$ cat config.mk
export PLATFORM = sky130hd
export DESIGN_NAME = top_k_best_keeper_core
export DESIGN_NICKNAME = d
export VERILOG_FILES = /design/src/tkbk_pkg.sv /design/src/tkbk_ctrl.sv /design/src/tkbk_datapath.sv /design/src/top_k_best_keeper_core.sv
export SDC_FILE = /design/constraint.sdc
export NUM_CORES = 2
export LEC_CHECK = 0
export BUFFER_PORTS_ARGS = -buffer_cell sky130_fd_sc_hd__buf_2
export CAP_MARGIN = 5
export CORE_ASPECT_RATIO = 0.75
export CORE_UTILIZATION = 40
export DETAILED_ROUTE_END_ITERATION = 8
export PLACE_DENSITY = 0.6
export SKIP_LAST_GASP = 1
export SYNTH_ARGS = -nofsm -noshare
export SYNTH_HDL_FRONTEND = slang
export SYNTH_SLANG_ARGS = --single-unit
export TNS_END_PERCENT = 1
$ cat constraint.sdc
create_clock -name clk -period 6.85 [get_ports clk]
set_input_delay 1.0275 -clock clk [delete_from_list [all_inputs] [get_ports clk]]
set_output_delay 1.0275 -clock clk [all_outputs]
set_load 0.005 [all_outputs]
$ cat src/tkbk_pkg.sv
// -----------------------------------------------------------------------------
// tkbk_pkg
// Types, codes and the quality compare shared by the top-K keeper modules.
// -----------------------------------------------------------------------------
`timescale 1ns / 1ps

package tkbk_pkg;

	typedef logic signed [31:0] qual_t;
	typedef logic [31:0]        id_t;

	// configuration register indexes
	localparam logic REG_LOWER_IS_BETTER   = 1'b0;
	localparam logic REG_INITIAL_THRESHOLD = 1'b1;

	// input command codes
	localparam logic CMD_OFFER = 1'b0;
	localparam logic CMD_DUMP  = 1'b1;

	localparam qual_t THR_RESET  = 32'sh7FFF_FFFF;
	localparam int    DUMP_LIMIT = 16;

	typedef enum logic [2:0] {
		ST_IDLE,
		ST_EVAL,
		ST_SORT,
		ST_SWEEP,
		ST_DUMP,
		ST_REPLY
	} state_t;

	// controller -> datapath
	typedef struct packed {
		logic accept;
		logic insert;
		logic sort_en;
		logic rot_en;
		logic cap_thr;
		logic emit_offer;
		logic emit_entry;
	} ctl_t;

	// datapath -> controller
	typedef struct packed {
		logic dump;
		logic better;
		logic empty;
		logic step_last;
		logic sweep_hit;
		logic emit_here;
		logic out_free;
	} sts_t;

	// true if quality a ranks strictly better than b
	function automatic logic ranks_better(logic lib, qual_t a, qual_t b);
		return lib ? (a < b) : (a > b);
	endfunction

endpackage

$ cat src/tkbk_ctrl.sv
// -----------------------------------------------------------------------------
// tkbk_ctrl
// Sequencer for offer evaluation, sort passes, threshold sweep and dump.
// -----------------------------------------------------------------------------
`timescale 1ns / 1ps

module tkbk_ctrl (
	input  logic            clk,
	input  logic            arst_n,
	input  logic            in_valid,
	output logic            in_stall,
	input  tkbk_pkg::sts_t  sts,
	output tkbk_pkg::ctl_t  ctl
);

	tkbk_pkg::state_t state_q, state_d;

	// state register
	always_ff @(posedge clk or negedge arst_n) begin
		if (!arst_n) begin
			state_q <= tkbk_pkg::ST_IDLE;
		end else begin
			state_q <= state_d;
		end
	end

	// next state and commands
	always_comb begin
		state_d  = state_q;
		ctl      = '0;
		in_stall = 1'b1;
		unique case (state_q)
			tkbk_pkg::ST_IDLE: begin
				in_stall   = 1'b0;
				ctl.accept = in_valid;
				if (in_valid) state_d = tkbk_pkg::ST_EVAL;
			end
			tkbk_pkg::ST_EVAL: begin
				if (sts.dump) begin
					state_d = sts.empty ? tkbk_pkg::ST_REPLY : tkbk_pkg::ST_DUMP;
				end else if (sts.better) begin
					ctl.insert = 1'b1;
					state_d    = tkbk_pkg::ST_SORT;
				end else begin
					state_d = tkbk_pkg::ST_REPLY;
				end
			end
			tkbk_pkg::ST_SORT: begin
				ctl.sort_en = 1'b1;
				if (sts.step_last) state_d = tkbk_pkg::ST_SWEEP;
			end
			tkbk_pkg::ST_SWEEP: begin
				ctl.rot_en  = 1'b1;
				ctl.cap_thr = sts.sweep_hit;
				if (sts.step_last) state_d = tkbk_pkg::ST_REPLY;
			end
			tkbk_pkg::ST_DUMP: begin
				// hold while a result is due but the output slot is busy
				if (!(sts.emit_here && !sts.out_free)) begin
					ctl.rot_en     = 1'b1;
					ctl.emit_entry = sts.emit_here;
					if (sts.step_last) state_d = tkbk_pkg::ST_IDLE;
				end
			end
			tkbk_pkg::ST_REPLY: begin
				if (sts.out_free) begin
					ctl.emit_offer = 1'b1;
					state_d        = tkbk_pkg::ST_IDLE;
				end
			end
			default: begin
				state_d = tkbk_pkg::ST_IDLE;
			end
		endcase
	end

endmodule

$ cat src/tkbk_datapath.sv
// -----------------------------------------------------------------------------
// tkbk_datapath
// Entry ring with odd-even compare-swap cells, counters, config and output reg.
// -----------------------------------------------------------------------------
`timescale 1ns / 1ps

module tkbk_datapath #(
	parameter int MAX_ENTRIES = 16
) (
	input  logic                 clk,
	input  logic                 arst_n,
	input  logic                 cfg_we,
	input  logic                 cfg_index,
	input  logic [31:0]          cfg_data,
	input  logic                 cmd,
	input  logic [31:0]          candidate_id,
	input  logic signed [31:0]   quality,
	input  tkbk_pkg::ctl_t       ctl,
	output tkbk_pkg::sts_t       sts,
	input  logic                 out_stall,
	output logic                 out_valid,
	output logic                 accepted,
	output logic [4:0]           entry_count,
	output logic signed [31:0]   threshold,
	output logic                 entry_valid,
	output logic [3:0]           rank,
	output logic [31:0]          entry_id,
	output logic signed [31:0]   entry_quality,
	output logic                 last
);

	localparam int IDX_W = (MAX_ENTRIES > 1) ? $clog2(MAX_ENTRIES) : 1;
	localparam int CNT_W = $clog2(MAX_ENTRIES + 1);
	localparam int EXT_W = CNT_W + 5;
	localparam logic [IDX_W-1:0] STEP_LAST = IDX_W'(MAX_ENTRIES - 1);
	localparam logic [CNT_W-1:0] CNT_FULL  = CNT_W'(MAX_ENTRIES);
	localparam logic [EXT_W-1:0] DUMP_MAX  = EXT_W'(tkbk_pkg::DUMP_LIMIT);

	logic               lib_q;
	tkbk_pkg::qual_t    thr_q;
	logic [CNT_W-1:0]   count_q;
	logic [IDX_W-1:0]   step_q;
	logic               dump_q;
	logic               better_q;
	tkbk_pkg::id_t      cand_id_q;
	tkbk_pkg::qual_t    cand_qual_q;
	logic               out_valid_q;

	tkbk_pkg::id_t      ids_q   [MAX_ENTRIES];
	tkbk_pkg::qual_t    quals_q [MAX_ENTRIES];
	tkbk_pkg::id_t      sort_ids   [MAX_ENTRIES];
	tkbk_pkg::qual_t    sort_quals [MAX_ENTRIES];
	logic [MAX_ENTRIES-1:0] swap;

	logic               full;
	logic [IDX_W-1:0]   ins_idx;
	logic [EXT_W-1:0]   step_ext;
	logic [EXT_W-1:0]   count_ext;
	logic [EXT_W-1:0]   dump_n;

	assign full      = (count_q == CNT_FULL);
	assign ins_idx   = full ? STEP_LAST : count_q[IDX_W-1:0];
	assign step_ext  = EXT_W'(step_q);
	assign count_ext = EXT_W'(count_q);
	assign dump_n    = (count_ext < DUMP_MAX) ? count_ext : DUMP_MAX;

	// config registers and threshold
	always_ff @(posedge clk or negedge arst_n) begin
		if (!arst_n) begin
			lib_q <= 1'b1;
			thr_q <= tkbk_pkg::THR_RESET;
		end else begin
			if (cfg_we) begin
				unique case (cfg_index)
					tkbk_pkg::REG_LOWER_IS_BETTER: lib_q <= cfg_data[0];
					tkbk_pkg::REG_INITIAL_THRESHOLD: begin
						// only loads while the list is empty
						if (count_q == '0) thr_q <= cfg_data;
					end
					default: ;
				endcase
			end
			if (ctl.cap_thr) thr_q <= quals_q[0];
		end
	end

	// transaction capture, count and step counter
	always_ff @(posedge clk or negedge arst_n) begin
		if (!arst_n) begin
			count_q  <= '0;
			step_q   <= '0;
			dump_q   <= 1'b0;
			better_q <= 1'b0;
		end else begin
			if (ctl.accept) begin
				dump_q   <= (cmd == tkbk_pkg::CMD_DUMP);
				better_q <= tkbk_pkg::ranks_better(lib_q, quality, thr_q);
			end
			if (ctl.insert && !full) count_q <= count_q + CNT_W'(1);
			if (ctl.sort_en || ctl.rot_en) begin
				step_q <= (step_q == STEP_LAST) ? '0 : step_q + IDX_W'(1);
			end
		end
	end

	always_ff @(posedge clk) begin
		if (ctl.accept) begin
			cand_id_q   <= candidate_id;
			cand_qual_q <= quality;
		end
	end

	// compare-swap cells: pair (i, i+1) on passes of matching parity
	genvar gi;
	generate
		for (gi = 0; gi < MAX_ENTRIES; gi++) begin : g_cell
			if (gi < MAX_ENTRIES - 1) begin : g_cmp
				assign swap[gi] = (1'(gi) == step_q[0]) &&
					(CNT_W'(gi + 1) < count_q) &&
					tkbk_pkg::ranks_better(lib_q, quals_q[gi+1], quals_q[gi]);
			end else begin : g_end
				assign swap[gi] = 1'b0;
			end

			if (MAX_ENTRIES == 1) begin : g_only
				always_comb begin
					sort_ids[gi]   = ids_q[gi];
					sort_quals[gi] = quals_q[gi];
				end
			end else if (gi == 0) begin : g_first
				always_comb begin
					sort_ids[gi]   = swap[gi] ? ids_q[gi+1]   : ids_q[gi];
					sort_quals[gi] = swap[gi] ? quals_q[gi+1] : quals_q[gi];
				end
			end else if (gi == MAX_ENTRIES - 1) begin : g_last
				always_comb begin
					sort_ids[gi]   = swap[gi-1] ? ids_q[gi-1]   : ids_q[gi];
					sort_quals[gi] = swap[gi-1] ? quals_q[gi-1] : quals_q[gi];
				end
			end else begin : g_mid
				always_comb begin
					if (swap[gi]) begin
						sort_ids[gi]   = ids_q[gi+1];
						sort_quals[gi] = quals_q[gi+1];
					end else if (swap[gi-1]) begin
						sort_ids[gi]   = ids_q[gi-1];
						sort_quals[gi] = quals_q[gi-1];
					end else begin
						sort_ids[gi]   = ids_q[gi];
						sort_quals[gi] = quals_q[gi];
					end
				end
			end

			// entry storage: insert, sort pass or ring rotation
			always_ff @(posedge clk) begin
				if (ctl.insert) begin
					if (IDX_W'(gi) == ins_idx) begin
						ids_q[gi]   <= cand_id_q;
						quals_q[gi] <= cand_qual_q;
					end
				end else if (ctl.sort_en) begin
					ids_q[gi]   <= sort_ids[gi];
					quals_q[gi] <= sort_quals[gi];
				end else if (ctl.rot_en) begin
					ids_q[gi]   <= ids_q[(gi + 1) % MAX_ENTRIES];
					quals_q[gi] <= quals_q[(gi + 1) % MAX_ENTRIES];
				end
			end
		end
	endgenerate

	// status to controller
	always_comb begin
		sts.dump      = dump_q;
		sts.better    = better_q;
		sts.empty     = (count_q == '0);
		sts.step_last = (step_q == STEP_LAST);
		sts.sweep_hit = (step_ext + EXT_W'(1) == count_ext);
		sts.emit_here = (step_ext < dump_n);
		sts.out_free  = !out_valid_q || !out_stall;
	end

	// output register
	always_ff @(posedge clk or negedge arst_n) begin
		if (!arst_n) begin
			out_valid_q <= 1'b0;
		end else if (ctl.emit_offer || ctl.emit_entry) begin
			out_valid_q <= 1'b1;
		end else if (!out_stall) begin
			out_valid_q <= 1'b0;
		end
	end

	always_ff @(posedge clk) begin
		if (ctl.emit_offer) begin
			accepted      <= better_q && !dump_q;
			entry_count   <= count_ext[4:0];
			threshold     <= thr_q;
			entry_valid   <= 1'b0;
			rank          <= '0;
			entry_id      <= '0;
			entry_quality <= '0;
			last          <= 1'b1;
		end else if (ctl.emit_entry) begin
			accepted      <= 1'b0;
			entry_count   <= count_ext[4:0];
			threshold     <= thr_q;
			entry_valid   <= 1'b1;
			rank          <= step_ext[3:0];
			entry_id      <= ids_q[0];
			entry_quality <= quals_q[0];
			last          <= (step_ext + EXT_W'(1) == dump_n);
		end
	end

	assign out_valid = out_valid_q;

endmodule

$ cat src/top_k_best_keeper_core.sv
// -----------------------------------------------------------------------------
// top_k_best_keeper_core
// Keeps the MAX_ENTRIES best candidates sorted best first; offer and dump.
//
//  channel | handshake              | payload
//  --------+------------------------+----------------------------------------
//  in      | in_valid / in_stall    | cmd, candidate_id, quality
//  out     | out_valid / out_stall  | accepted, entry_count, threshold,
//          |                        | entry_valid, rank, entry_id,
//          |                        | entry_quality, last
//  cfg     | cfg_we                 | cfg_index, cfg_data
//
// Rejected offer, empty dump: evaluate, then reply. Accepted offer: evaluate and
// insert, MAX_ENTRIES odd-even sort passes, then a MAX_ENTRIES-step ring sweep
// for the new threshold. Dump: one entry per ring step, up to count or DUMP_LIMIT.
// One transaction is in work at a time; the next is taken while the last result
// still waits in the output register. out_stall holds the sequencer only at a
// step with a result to load. Reset empties the list, loads register defaults.
// -----------------------------------------------------------------------------
`timescale 1ns / 1ps

module top_k_best_keeper_core #(
	parameter int MAX_ENTRIES = 16
) (
	input  logic                clk,
	input  logic                arst_n,
	input  logic                cfg_we,
	input  logic                cfg_index,
	input  logic [31:0]         cfg_data,
	input  logic                in_valid,
	output logic                in_stall,
	input  logic                cmd,
	input  logic [31:0]         candidate_id,
	input  logic signed [31:0]  quality,
	output logic                out_valid,
	input  logic                out_stall,
	output logic                accepted,
	output logic [4:0]          entry_count,
	output logic signed [31:0]  threshold,
	output logic                entry_valid,
	output logic [3:0]          rank,
	output logic [31:0]         entry_id,
	output logic signed [31:0]  entry_quality,
	output logic                last
);

	tkbk_pkg::ctl_t ctl;
	tkbk_pkg::sts_t sts;

	tkbk_ctrl u_ctrl (
		.clk      (clk),
		.arst_n   (arst_n),
		.in_valid (in_valid),
		.in_stall (in_stall),
		.sts      (sts),
		.ctl      (ctl)
	);

	tkbk_datapath #(
		.MAX_ENTRIES (MAX_ENTRIES)
	) u_dp (
		.clk           (clk),
		.arst_n        (arst_n),
		.cfg_we        (cfg_we),
		.cfg_index     (cfg_index),
		.cfg_data      (cfg_data),
		.cmd           (cmd),
		.candidate_id  (candidate_id),
		.quality       (quality),
		.ctl           (ctl),
		.sts           (sts),
		.out_stall     (out_stall),
		.out_valid     (out_valid),
		.accepted      (accepted),
		.entry_count   (entry_count),
		.threshold     (threshold),
		.entry_valid   (entry_valid),
		.rank          (rank),
		.entry_id      (entry_id),
		.entry_quality (entry_quality),
		.last          (last)
	);

endmodule

==> impl_metrics.ini <==
[cts]
cts_resized = 0
postCtsSetupRepairBufs = 0
clock_tree.buffer_depth = 3
cts_hold_buffers = 0
clock_sinks = 1244
cts_root_buf = clkbuf_16
cts_tree = yes
cts_inserted_buffers = 136
cts.clk_slew.worst_paths_ns = 0.06
h-tree-depth = 4
clock_latency_ns = 0.81

[die]
initial_core_util_pct = 40.41
die_h_um = 350.4
die_area_um2 = 163500
pin_count = 213
coreArea_um2 = 160200
die_w_um = 466.5
core.rowCount = 127

[yosys]
synth-edff-count = 1126
syn_nets = 5772
ys_seq_elements = 1244
netlist_top_cells_area = edfxtp_1, a221o_1, ha_1
synth_top_flop_cell = edfxtp_1
syn_area_um2 = 64730
synth_async_sr_flop_share_pct = 3.859
synth_mux_area_share_pct = 0.8099
yosys.area.top_type = edfxtp_1
synthDistinctLibCells = 70
synth_top_family_by_area = compound AO/OA/AOI/OAI gates
avgSynthCellArea_um2 = 12.57
synth_xor_area_share_pct = 0.2300
synth-adder-area-share_pct = 10.07
synth_simple_gate_area_share_pct = 5.406
yosysTopAreaCellShare_pct = 52.24
synth.yosys.warnings = 0
synth-compound-area-share_pct = 21.48
yosysSeqAreaShare_pct = 56.32
postSynthCellCount = 5148

[timing]
fmax_ghz = 0.1754
layout_setup_ws_ns = 1.150
finalClockSkew_ns = 0.03749
fin_crit_sh_pct = 83.21
finalSetupViolations = 0
tightest_slew_ns = 1.323
rsz0062_at_grt = false
fin_tns_setup_ns = 0
fin_crit_ns = 5.700
final-hold-violation-count = 0
max_slew_margin_pct = 11.01
slew_viol_final = 0

[placement]
pre_cts_slack_ns = 1.376
portBuffers = 212
dp_hpwl_um = 158200
gp_congestion = 0.9386

[final_layout]
fill_cells = 14442
syn_to_final_growth_pct = 12.20
layout_commonest_cell = edfxtp_1
fin_nets = 5807
drive_gt1_share_pct = 11.37
final_cell_mix = edfxtp_1, a221o_1, inv_1

[global_route]
grt_pass1_vias = 46415
grt_overflow = 0
grt_pass1_wl_um = 337600
grtUsageTotal_pct = 28.54
antenna_found_initial = 4
grt_max_degree = 71

[worst_setup_path]
worst_setup_path_start_kind = flop
required_ns = 7.51
end_kind = flop
cp_max_fo = 52
critPathKind = flop to flop
critPathArrivalTime_ns = 6.36

[status]
status = complete, no violations

[detailed_routing]
vias = 49494
wl_per_cell_um = 32.07
ant_nets = 0
drc = 0
via_per_inst = 6.668
routed_wl_um = 238000
drtPass1Iterations = 6
first_iter_violations = 7937

[flow_run]
drv_cap = 0

[hold_path]
hold_class = input pin to async pin
cell type report:
type	instances	area [µm²]	share of cell area [%]
Antenna cell	2	5.005	0.006891
Clock buffer	175	3736	5.144
Clock inverter	73	808.3	1.113
Inverter	553	2078	2.861
Multi-Input combinational cell	2948	25070	34.52
Sequential cell	1244	36460	50.19
Tap cell	2128	2663	3.666
Timing Repair Buffer	300	1812	2.495
registers in the layout, indices dropped and copies added (netlist names), 5 cells and up:
| register | count |
|---|---|
| u_dp.ids_q | 512 |
| u_dp.count_q | 5 |
| u_dp.cand_qual_q | 32 |
| u_dp.cand_id_q | 32 |
| u_dp.threshold | 32 |
| u_dp.quals_q | 512 |
| u_dp.entry_quality | 32 |
| u_dp.entry_id | 32 |
| u_dp.thr_q | 32 |
| u_dp.entry_count | 5 |
cells in the mapped netlist, types with 25 or more instances:
master and instances:
edfxtp_1 1126, a221o_1 970, inv_1 552, ha_1 521
clkbuf_1 358, nand2_1 291, a21oi_1 259, a21o_1 129
o21ai_0 101, nand4_1 98, and3_1 70, dfxtp_1 70
nand3_1 70, nor2_1 70, mux2i_1 49, buf_2 33
dfstp_2 32, nor3_1 30, a211oi_1 25
cell families (layout without fill, tap and decap cells):
family          after synthesis  after routing
buf+inv                     956           1101
flops                      1244           1244
mux                          52             52
xor+xnor                     17             17
other cells                   0              2
fa+ha+maj                   521            521
compound gates             1640           1640
simple gates                718            718
critical path, stage by stage (launching register included):
cell	delay, ns
edfxtp_1	0.47
ha_1	0.35
a21oi_1	0.14
o21ai_0	0.45
a221oi_1	0.78
o31ai_1	0.47
a221oi_2	0.54
nor4_1	0.11
a21o_1	0.22
nor3_2	0.82
buf_4	0.86
a221o_1	0.27
path summary, 6_finish.rpt:
kind                                         from                      to  slack [ns]  cells past startpoint
setup / recovery              u_dp.quals_q[1][91]     u_dp.quals_q[1][58]        1.15                     11
hold / removal                             arst_n          u_dp.thr_q[31]        0.38                      1
setup reg to reg              u_dp.quals_q[1][91]     u_dp.quals_q[1][58]        1.15                     11
hold reg to reg            u_dp.entry_quality[22]  u_dp.entry_quality[22]        0.46                      2
max in group asynchronous                  arst_n             u_dp.dump_q        5.77                      1
min in group clk                 candidate_id[20]      u_dp.cand_id_q[20]        0.40                      1
stage by stage:
step	util [%]	hold WS, ns	instances	area [µm²]
2_1_floorplan	-	0.4231	5148	64730
3_3_place_gp	42.49	0.4438	7172	68060
3_5_place_dp	42.50	0.4463	7173	68080
4_1_cts	45.34	0.3591	7421	72620
5_1_grt	45.34	0.3714	7421	72620
6_report	45.34	0.3789	7423	72630
metal layers:
layer	up-vias	global-route usage, %	part of all wire, %
li1	20765	-	-
met1	24881	43.07	43
met2	3484	38.61	40
met3	364	7.436	13
met4	0	10.64	3.8
met5	-	0	0
Power is left out: the tool's default activity adds up to more than one toggle a clock period on the data nets, which glitch-free logic cannot reach.
